[src/design/dq_pkg.sv]
`default_nettype none
// ----------------------------------------------------------------------------
// dq_pkg
// Shared types and codes for the double-ended queue: operation codes, error
// codes, control states and the result flags passed from control to top.
// ----------------------------------------------------------------------------
package dq_pkg;

    localparam int DATA_W = 32;

    typedef enum logic [1:0] {
        FUNC_PUSH_BACK  = 2'd0,
        FUNC_PUSH_FRONT = 2'd1,
        FUNC_POP_FRONT  = 2'd2,
        FUNC_POP_BACK   = 2'd3
    } t_func;

    typedef enum logic [1:0] {
        ERR_OK    = 2'd0,
        ERR_EMPTY = 2'd1,
        ERR_FULL  = 2'd2
    } t_err;

    typedef enum logic {
        ST_IDLE   = 1'b0,
        ST_RESULT = 1'b1
    } t_state;

    // Flags of one result beat, settled at accept time.
    typedef struct packed {
        t_err err;
        logic is_empty;
        logic use_ram;   // end value comes from the memory read
        logic end_zero;  // end value is zero (queue empty afterwards)
    } t_res;

endpackage

`default_nettype wire

[src/design/double_ended_queue.sv]
`default_nettype none
// ----------------------------------------------------------------------------
// double_ended_queue
// Bounded double-ended queue kept in a ring buffer memory.
//
//   Channel   Handshake                 Payload
//   -------   -----------------------   ---------------------------------
//   command   start / busy              i_func, i_value
//   result    o_valid (one-cycle)       o_end_value, o_is_empty, o_error
//
// For each command the accept cycle issues any memory write or read, and the
// result beat follows in the next cycle with the registered read data of
// the ring memory. busy is high during the result cycle, so no new command
// is taken until the result beat has been given. Synchronous reset empties
// the queue at once; no clearing pass runs. The result cannot be stalled.
// ----------------------------------------------------------------------------
module double_ended_queue #(
    parameter int DEPTH = 16
) (
    input  wire logic                 i_clk,
    input  wire logic                 i_rst_n,
    input  wire logic                 start,
    output logic                      busy,
    input  wire logic [1:0]           i_func,
    input  wire logic signed [31:0]   i_value,
    output logic                      o_valid,
    output logic signed [31:0]        o_end_value,
    output logic                      o_is_empty,
    output logic [1:0]                o_error
);

    localparam int AW = $clog2(DEPTH);

    logic                          wr_en;
    logic [AW-1:0]                 wr_addr;
    logic                          rd_en;
    logic [AW-1:0]                 rd_addr;
    logic [dq_pkg::DATA_W-1:0]     rd_data;
    dq_pkg::t_res                  res;
    logic [dq_pkg::DATA_W-1:0]     r_push_value;

    dq_ctrl #(
        .DEPTH (DEPTH)
    ) u_ctrl (
        .i_clk     (i_clk),
        .i_rst_n   (i_rst_n),
        .i_start   (start),
        .i_func    (i_func),
        .o_busy    (busy),
        .o_valid   (o_valid),
        .o_res     (res),
        .o_wr_en   (wr_en),
        .o_wr_addr (wr_addr),
        .o_rd_en   (rd_en),
        .o_rd_addr (rd_addr)
    );

    dq_ram #(
        .DEPTH (DEPTH)
    ) u_ram (
        .i_clk     (i_clk),
        .i_wr_en   (wr_en),
        .i_wr_addr (wr_addr),
        .i_wr_data (i_value),
        .i_rd_en   (rd_en),
        .i_rd_addr (rd_addr),
        .o_rd_data (rd_data)
    );

    // Hold the pushed value: a successful push reports it directly.
    always_ff @(posedge i_clk) begin
        if (start && !busy) begin
            r_push_value <= i_value;
        end
    end

    always_comb begin
        if (res.end_zero) begin
            o_end_value = '0;
        end else if (res.use_ram) begin
            o_end_value = rd_data;
        end else begin
            o_end_value = r_push_value;
        end
    end

    assign o_is_empty = res.is_empty;
    assign o_error    = res.err;

endmodule

`default_nettype wire

[src/design/dq_ram.sv]
`default_nettype none
// ----------------------------------------------------------------------------
// dq_ram
// Ring storage: one write port, one read port, registered read data.
// ----------------------------------------------------------------------------
module dq_ram #(
    parameter int DEPTH = 16
) (
    input  wire logic                             i_clk,
    input  wire logic                             i_wr_en,
    input  wire logic [$clog2(DEPTH)-1:0]         i_wr_addr,
    input  wire logic [dq_pkg::DATA_W-1:0]        i_wr_data,
    input  wire logic                             i_rd_en,
    input  wire logic [$clog2(DEPTH)-1:0]         i_rd_addr,
    output logic      [dq_pkg::DATA_W-1:0]        o_rd_data
);

    logic [dq_pkg::DATA_W-1:0] r_mem [DEPTH];

    always_ff @(posedge i_clk) begin
        if (i_wr_en) begin
            r_mem[i_wr_addr] <= i_wr_data;
        end
    end

    always_ff @(posedge i_clk) begin
        if (i_rd_en) begin
            o_rd_data <= r_mem[i_rd_addr];
        end
    end

endmodule

`default_nettype wire

[src/design/dq_ctrl.sv]
`default_nettype none
// ----------------------------------------------------------------------------
// dq_ctrl
// Head and count registers, slot arithmetic and the two-state sequencer that
// issues the memory write or read that each operation needs.
// ----------------------------------------------------------------------------
module dq_ctrl #(
    parameter int DEPTH = 16
) (
    input  wire logic                       i_clk,
    input  wire logic                       i_rst_n,
    input  wire logic                       i_start,
    input  wire logic [1:0]                 i_func,
    output logic                            o_busy,
    output logic                            o_valid,
    output dq_pkg::t_res                    o_res,
    output logic                            o_wr_en,
    output logic [$clog2(DEPTH)-1:0]        o_wr_addr,
    output logic                            o_rd_en,
    output logic [$clog2(DEPTH)-1:0]        o_rd_addr
);

    localparam int AW = $clog2(DEPTH);
    localparam int CW = $clog2(DEPTH + 1);
    localparam int SW = CW + 1;
    localparam logic [SW-1:0] DEPTH_S = SW'(DEPTH);
    localparam logic [CW-1:0] DEPTH_C = CW'(DEPTH);
    localparam logic [AW-1:0] LAST_SLOT = AW'(DEPTH - 1);

    dq_pkg::t_state r_state, n_state;
    logic [AW-1:0]  r_head, n_head;
    logic [CW-1:0]  r_count, n_count;
    dq_pkg::t_res   r_res, n_res;

    logic           accept;
    logic           full;
    logic           empty;
    logic [AW-1:0]  head_m1;
    logic [AW-1:0]  head_p1;
    logic [AW-1:0]  tail_slot;
    logic [AW-1:0]  back_slot;
    logic [AW-1:0]  back_m1_slot;

    // Head plus an offset of at most DEPTH, folded back into the ring.
    function automatic logic [AW-1:0] slot_of(input logic [AW-1:0] head,
                                              input logic [CW-1:0] off);
        logic [SW-1:0] s;
        s = SW'(head) + SW'(off);
        if (s >= DEPTH_S) begin
            s = s - DEPTH_S;
        end
        return s[AW-1:0];
    endfunction

    assign accept       = i_start && (r_state == dq_pkg::ST_IDLE);
    assign full         = (r_count == DEPTH_C);
    assign empty        = (r_count == '0);
    assign head_m1      = (r_head == '0) ? LAST_SLOT : r_head - AW'(1);
    assign head_p1      = (r_head == LAST_SLOT) ? '0 : r_head + AW'(1);
    assign tail_slot    = slot_of(r_head, r_count);
    assign back_slot    = slot_of(r_head, r_count - CW'(1));
    assign back_m1_slot = slot_of(r_head, r_count - CW'(2));

    // Next state
    always_comb begin
        n_state = r_state;
        case (r_state)
            dq_pkg::ST_IDLE: begin
                if (i_start) begin
                    n_state = dq_pkg::ST_RESULT;
                end
            end
            dq_pkg::ST_RESULT: n_state = dq_pkg::ST_IDLE;
            default:           n_state = dq_pkg::ST_IDLE;
        endcase
    end

    // Outputs of the sequencer
    always_comb begin
        o_busy  = 1'b0;
        o_valid = 1'b0;
        case (r_state)
            dq_pkg::ST_IDLE:   o_busy = 1'b0;
            dq_pkg::ST_RESULT: begin
                o_busy  = 1'b1;
                o_valid = 1'b1;
            end
            default: begin
                o_busy  = 1'b0;
                o_valid = 1'b0;
            end
        endcase
    end

    // Pointer update and memory access for the accepted operation
    always_comb begin
        n_head     = r_head;
        n_count    = r_count;
        n_res      = r_res;
        o_wr_en    = 1'b0;
        o_wr_addr  = tail_slot;
        o_rd_en    = 1'b0;
        o_rd_addr  = back_slot;
        if (accept) begin
            n_res.err      = dq_pkg::ERR_OK;
            n_res.use_ram  = 1'b0;
            n_res.end_zero = 1'b0;
            case (dq_pkg::t_func'(i_func))
                dq_pkg::FUNC_PUSH_BACK: begin
                    if (full) begin
                        n_res.err     = dq_pkg::ERR_FULL;
                        n_res.use_ram = 1'b1;
                        o_rd_en       = 1'b1;
                        o_rd_addr     = back_slot;
                    end else begin
                        o_wr_en   = 1'b1;
                        o_wr_addr = tail_slot;
                        n_count   = r_count + CW'(1);
                    end
                end
                dq_pkg::FUNC_PUSH_FRONT: begin
                    if (full) begin
                        n_res.err     = dq_pkg::ERR_FULL;
                        n_res.use_ram = 1'b1;
                        o_rd_en       = 1'b1;
                        o_rd_addr     = r_head;
                    end else begin
                        o_wr_en   = 1'b1;
                        o_wr_addr = head_m1;
                        n_head    = head_m1;
                        n_count   = r_count + CW'(1);
                    end
                end
                dq_pkg::FUNC_POP_FRONT: begin
                    if (empty) begin
                        n_res.err      = dq_pkg::ERR_EMPTY;
                        n_res.end_zero = 1'b1;
                    end else begin
                        n_head    = head_p1;
                        n_count   = r_count - CW'(1);
                        o_rd_en   = 1'b1;
                        o_rd_addr = head_p1;
                        if (r_count == CW'(1)) begin
                            n_res.end_zero = 1'b1;
                        end else begin
                            n_res.use_ram = 1'b1;
                        end
                    end
                end
                dq_pkg::FUNC_POP_BACK: begin
                    if (empty) begin
                        n_res.err      = dq_pkg::ERR_EMPTY;
                        n_res.end_zero = 1'b1;
                    end else begin
                        n_count   = r_count - CW'(1);
                        o_rd_en   = 1'b1;
                        o_rd_addr = back_m1_slot;
                        if (r_count == CW'(1)) begin
                            n_res.end_zero = 1'b1;
                        end else begin
                            n_res.use_ram = 1'b1;
                        end
                    end
                end
                default: n_res.err = dq_pkg::ERR_OK;
            endcase
            n_res.is_empty = (n_count == '0);
        end
    end

    always_ff @(posedge i_clk) begin
        if (!i_rst_n) begin
            r_state <= dq_pkg::ST_IDLE;
            r_head  <= '0;
            r_count <= '0;
        end else begin
            r_state <= n_state;
            r_head  <= n_head;
            r_count <= n_count;
        end
    end

    always_ff @(posedge i_clk) begin
        r_res <= n_res;
    end

    assign o_res = r_res;

endmodule

`default_nettype wire

[config.mk]
export PLATFORM = sky130hd
export DESIGN_NAME = double_ended_queue
export DESIGN_NICKNAME = d
export VERILOG_FILES = /design/src/design/dq_pkg.sv /design/src/design/double_ended_queue.sv /design/src/design/dq_ram.sv /design/src/design/dq_ctrl.sv
export SDC_FILE = /design/constraint.sdc
export NUM_CORES = 1
export LEC_CHECK = 0
export BUFFER_PORTS_ARGS = -buffer_cell sky130_fd_sc_hd__buf_2
export CAP_MARGIN = 20
export CORE_MARGIN = 4
export CORE_UTILIZATION = 50
export CTS_CLUSTER_SIZE = 24
export DETAILED_ROUTE_END_ITERATION = 16
export PLACE_DENSITY = 0.72
export SETUP_SLACK_MARGIN = 0.2
export SYNTH_ARGS = -nofsm -noshare
export SYNTH_HDL_FRONTEND = slang
export SYNTH_HIERARCHICAL = 1
export SYNTH_SLANG_ARGS = --single-unit
[constraint.sdc]
create_clock -name i_clk -period 6.5 [get_ports i_clk]
set_input_delay 0.975 -clock i_clk [delete_from_list [all_inputs] [get_ports i_clk]]
set_output_delay 0.975 -clock i_clk [all_outputs]
set_load 0.03 [all_outputs]
* Yosys cells after proc, flatten, opt, wreduce, memory -nomap -nowiden *
Memories as Yosys holds them, arrays and structs flattened. A register that Yosys moved wholly into a read port is not among the register bits.
Cells that the tools add are included.

storage, ports and cells
  register bits after elaboration = 47
  RAM bits = 512
  memories = 1

cells by class
  reduce and logical (&&, ||, !) cells = 11
  muxes and demuxes = 43
  bitwise operators = 1
  equality and inequality tests = 8
  add/subtract/negate cells = 11
  $lt $le $gt $ge = 3

memory list
  name         words  width  read ports  clocked after Yosys merged registers in  write ports  line          RTL
  u_ram.r_mem  16     32     1           1                                        1            dq_ram.sv:18  logic [dq_pkg::DATA_W-1:0] r_mem [DEPTH];

operators with widths
  kind                                                                    count
  32-bit 2-to-1 mux                                                       2
  4-bit 2-to-1 mux                                                        14
  4-bit by 5-bit adder with 6-bit output                                  3
  6-bit by 5-bit >= comparator with 1-bit output (second input constant)  3
  4-bit one-hot mux with 4 select lines                                   1
  4-bit by 1-bit subtractor with 4-bit output (second input constant)     4
  1-bit 2-to-1 mux                                                        15
  5-bit 2-to-1 mux                                                        3
  5-bit logical NOT                                                       2
  5-bit one-hot mux with 2 select lines                                   1
  1-bit one-hot mux with 2 select lines                                   4
  4-bit one-hot mux with 2 select lines                                   1
  5-bit by 1-bit adder with 5-bit output (second input constant)          1
  5-bit by 1-bit equality test with 1-bit output (second input constant)  1
  5-bit equality test (second input constant)                             1
  5-bit by 1-bit subtractor with 5-bit output (second input constant)     1
  5-bit by 2-bit subtractor with 5-bit output (second input constant)     1
  4-bit by 1-bit adder with 4-bit output (second input constant)          1
  2-bit equality test (second input constant)                             2
  4-bit equality test (second input constant)                             1
  4-bit logical NOT                                                       1
  2-bit inequality test (second input constant)                           2
  2-bit one-hot mux with 2 select lines                                   1
  4-bit AND reduction                                                     1
  other kinds (8)                                                         10

* Depth between registers and ports, before layout *
  word-level depth = 7
  depth in mapped cells = 15
  gate-level depth less buffers = 12

* Cells and area by module *
Netlist, hierarchy kept.

modules (own cells, without submodules)
  module              cells an instance  times used  area an instance (um2)
  dq_ram              838                1           20155.6
  dq_ctrl             203                1           1742.9
  double_ended_queue  104                1           1490.2

* Worst setup path after synthesis *
OpenSTA, ideal clock, no wires.

  kind = register to register
  start point = register u_ctrl.r_count[0]
  end point = memory u_ram/r_mem[0][0] (netlist name), enable pin
  buffers on the path = 2
  cell stages (with the launch flop) = 11
  arrival = 4.627 ns
  slack = 1.412 ns
  period minus slack after synthesis = 5.088 ns
  library setup time = 0.461 ns
  path through = dfxtp_1 > clkbuf_1 > inv_1 > ha_1 > nor4bb_4 > nor2_1 > and3_1 > buf_2 > mux2_4 > or3b_2 > nor3_1

between the ends
  cells in the longest elaborated chain, start to end = 6
  elaborated cells on any way between the ends = 13
  classes of those cells = add/sub: 2; order compare: 1; eq/ne: 1; mux: 9

RTL lines
  what                                                                                                           line                          RTL
  start: declaration                                                                                             dq_ctrl.sv:32                 logic [CW-1:0] r_count, n_count;
  start signal: assignment                                                                                       dq_ctrl.sv:179                r_count <= n_count;
  4-bit by 5-bit adder with 6-bit output                                                                         dq_ctrl.sv:48                 s = SW'(head) + SW'(off);
  6-bit by 5-bit >= comparator with 1-bit output or 4-bit by 1-bit subtractor with 4-bit output (tied branches)  dq_ctrl.sv:49, dq_ctrl.sv:50
  4-bit 2-to-1 mux                                                                                               dq_ctrl.sv:49                 if (s >= DEPTH_S) begin
  4-bit 2-to-1 mux                                                                                               dq_ctrl.sv:122                if (full) begin
  4-bit 2-to-1 mux                                                                                               n/a
  4-bit 2-to-1 mux *                                                                                             dq_ctrl.sv:104                if (accept) begin
  via wr_addr[3]                                                                                                 double_ended_queue.sv:35      logic [AW-1:0] wr_addr;
  end: declaration                                                                                               dq_ram.sv:18

Mark *: on every way through the listed nets, which the timed path passes. The rest lies on a longest branch.

* Worst setup path after layout *
  start point = register u_ctrl.r_count[1]
  end point = register u_ram/o_rd_data[25] (netlist name) (read register of u_ram.r_mem), data pin

between the ends
  cells in the longest elaborated chain, start to end = 7
  elaborated cells on any way between the ends = 21
  classes of those cells = add/sub: 6; order compare: 2; eq/ne: 1; mux: 11; reduce/logical: 1

RTL lines
  what                                                                                                        line                                            RTL
  5-bit by 2-bit subtractor with 5-bit output or 5-bit by 1-bit subtractor with 5-bit output (tied branches)  dq_ctrl.sv:62, dq_ctrl.sv:61
  4-bit by 5-bit adder with 6-bit output                                                                      dq_ctrl.sv:48
  6-bit by 5-bit >= comparator with 1-bit output                                                              dq_ctrl.sv:49
  4-bit 2-to-1 mux                                                                                            dq_ctrl.sv:49
  4-bit 2-to-1 mux, on equally long branches                                                                  dq_ctrl.sv:151, dq_ctrl.sv:122, dq_ctrl.sv:135
  4-bit one-hot mux with 4 select lines                                                                       dq_ctrl.sv:108                                  case (dq_pkg::t_func'(i_func))
  4-bit 2-to-1 mux *                                                                                          dq_ctrl.sv:104
  via rd_addr[0]                                                                                              double_ended_queue.sv:37                        logic [AW-1:0] rd_addr;
  end: declaration                                                                                            dq_ram.sv:15                                    output logic [dq_pkg::DATA_W-1:0] o_rd_data

Marked as above.
A chain may end at the register's enable or synchronous reset.

==> results.ini <==
[outcome]
status=complete, no violations

[clocking]
cts_buffers=57
cts_tree=done
hold_buffers=0
clockBufferDepth=3
ctsResizeCount=0
postCtsSetupBuffers=0
numClockSinks=591
worstSkewPairLatency_ps=620
clkTransAtPathRegs_ps=60
cts_root_buffer=clkbuf_16
htreeDepth=2

[die]
die_w_um=224.3
placement_rows=78
die_h_um=224.3
io_pins=74
die_area_um2=50300
core_um2=45770
start_util=0.5110

[cells_and_area]
regArea_um2=17650
fillers=3236
drive_gt1_frac=0.2776
antenna_cells=0
num-nets-final=1299
syn2layout_area_growth_pct=13.58
layout_commonest_cell=edfxtp_1
fin_area_um2=26560
multi_input_area_um2=5497
layout_common_cells=edfxtp_1 (581), mux4_2 (128), buf_2 (73), a22oi_1 (65), clkbuf_16 (57)

[power]
p_per_area_nw_per_um2=378.5
ir_drop_v=0.0002961
total_leakage_power_nw=8.779

[detailed_routing]
wl_per_cell_um=26.49
drc=0
dr.pass1.iters=5
vias=11483
wirelength_um=49970
first_iter_violations=1344
final_antenna_net_count=0
routed_via_density=6.089

[placement]
dpl_cell_area_um2=24690
post-dp-hpwl_um=27460
place.gp.congestion=0.8163
pre_cts_slack_ps=1779
portBuffers=73

[grt]
use_met1=0.2842
grtUsageMet3=0.03550
gr-total-overflow=0
grt_use_total=0.2000
busiest_layer=met2
grt_pass1_wl_um=75150
grt_use_met2=0.3300
grt_pass1_vias=11797
antenna_found_initial=2
grt_max_degree=129

[timing]
slew_viol_final=0
rsz0062_at_grt=no
fin_crit_sh=0.7080
worst_slack_ps=1898
period_minus_slack_ps=4602
slew_headroom=0.2659
tightest_slew_ps=1099
setup_tns_ps=0
skew_ps=27.76
setup_violations=0
hold_viol=0
fmax_mhz=217.3
hold_slack_ps=686.9

[synth]
synth_edf_count=581
synth.distinct_cells=65
synth_area_um2=23390
avgSynthCellArea_um2=20.43
synthArstFlopShare=0
syn_inst=1145
yosys_warnings=6
ys_seq_elements=591
synth_seq_area_share=0.7545
synthFlopType=edfxtp_1
syn_nets=1202

[job]
maxCapViolCount=0

[worst_setup_path]
critPathKind=flop to flop
path_max_fanout=36
cp.arrival_ps=4960
cp.required_ps=6850
worst_setup_path_start_kind=flop
end_kind=flop

[hold_path]
min_path_type=input port to flop

==> worst paths after layout <==
kind                                   startpoint                   to  slack (ps)  cells past startpoint
worst max-delay path            u_ctrl/r_count[1]  u_ram/o_rd_data[25]        1900                     10
worst min-delay path                      i_rst_n    u_ctrl/r_count[4]         690                      2
worst max register to register  u_ctrl/r_count[1]  u_ram/o_rd_data[25]        1900                     10
worst min register to register   u_ctrl/r_head[3]     u_ctrl/r_head[3]         720                      2
==> sequential cells by signal, summed over array words and instances (netlist names) <==
register / count
u_ram/r_mem: 512
r_push_value: 32
u_ram/o_rd_data: 32
u_ctrl/o_res: 5
u_ctrl/r_count: 5
u_ctrl/r_head: 4
u_ctrl/r_state: 1
==> metrics by stage <==
| step | cells | total power, W | util |
|---|---|---|---|
| 3_3_place_gp | 1777 | 0.006738 | 0.5365 |
| 4_1_cts | 1886 | 0.01013 | 0.5804 |
| 5_1_grt | 1886 | 0.01046 | 0.5804 |
| 3_5_place_dp | 1783 | 0.006833 | 0.5395 |
| 2_1_floorplan | 1145 | 0.006124 | - |
| 6_report | 1886 | 0.01005 | 0.5804 |
==> synthesized netlist by cell type, drive strengths merged (3+ instances only) <==
cell,number,area [um^2]
a21o,4,30.03
a21oi,12,60.06
a22oi,65,488.0
a31oi,5,31.28
a32oi,3,26.28
and2,5,31.28
buf,42,275.3
clkbuf,25,93.84
dfxtp,10,200.2
edfxtp,581,17450
fa,3,60.06
ha,17,212.7
inv,14,52.55
mux2,6,71.31
mux2i,34,340.3
mux4,128,2883
nand2,40,152.6
nand2b,8,50.05
nor2,62,235.2
nor2b,6,37.54
nor3,5,25.02
nor3b,4,30.03
o211a,3,37.54
o21ai,6,30.02
o31ai,4,30.03
xnor2,9,78.83
xor2,7,61.31
==> cell families (layout without fill, tap and decap cells) <==
kind of cell,count (synthesis),after routing,share of synthesized area
DFF,591,591,0.7545
muxes,168,168,0.1409
and+or+nand+nor,145,145,0.02942
AOI/OAI and AO/OA,124,124,0.03953
buffers and inverters,81,222,0.01803
adders and majority gates,20,20,0.01166
xor gates and xnor gates,16,16,0.005992
==> where the power goes <==
group | internal (W) | total, W | switching [W]
sequential | 0.00440 | 0.00446 | 0.0000600
clock | 0.00193 | 0.00331 | 0.00138
combinational | 0.000973 | 0.00229 | 0.00131
==> worst max-delay path, cell delays in order (launching register included) <==
cell and delay (ps):
dfxtp_1 390, inv_1 320, ha_1 370, or3b_1 550, a21oi_1 420, nor2_1 210
o22ai_4 710, buf_12 360, mux4_2 570, a22oi_1 290, nand2_1 100
==> layer usage <==
| layer | wire (um) | share of wire | up-vias |
|---|---|---|---|
| met3 | 3887 | 0.078 | 66 |
| met1 | 20140 | 0.40 | 6002 |
| met5 | 27 | 0.00054 | - |
| li1 | - | - | 4910 |
| met2 | 24920 | 0.50 | 501 |
| met4 | 993 | 0.020 | 4 |
==> layout make-up <==
cell class              instances  share of cell area
clock buffers                  67             0.05511
flip-flops and latches        591              0.6643
well taps                     600             0.02826
inverters                      14            0.001978
clock inverters                36             0.01535
repair buffers                105             0.02807
multi-input cells             473              0.2069
No activity file was read; power rests on OpenSTA's default activity.
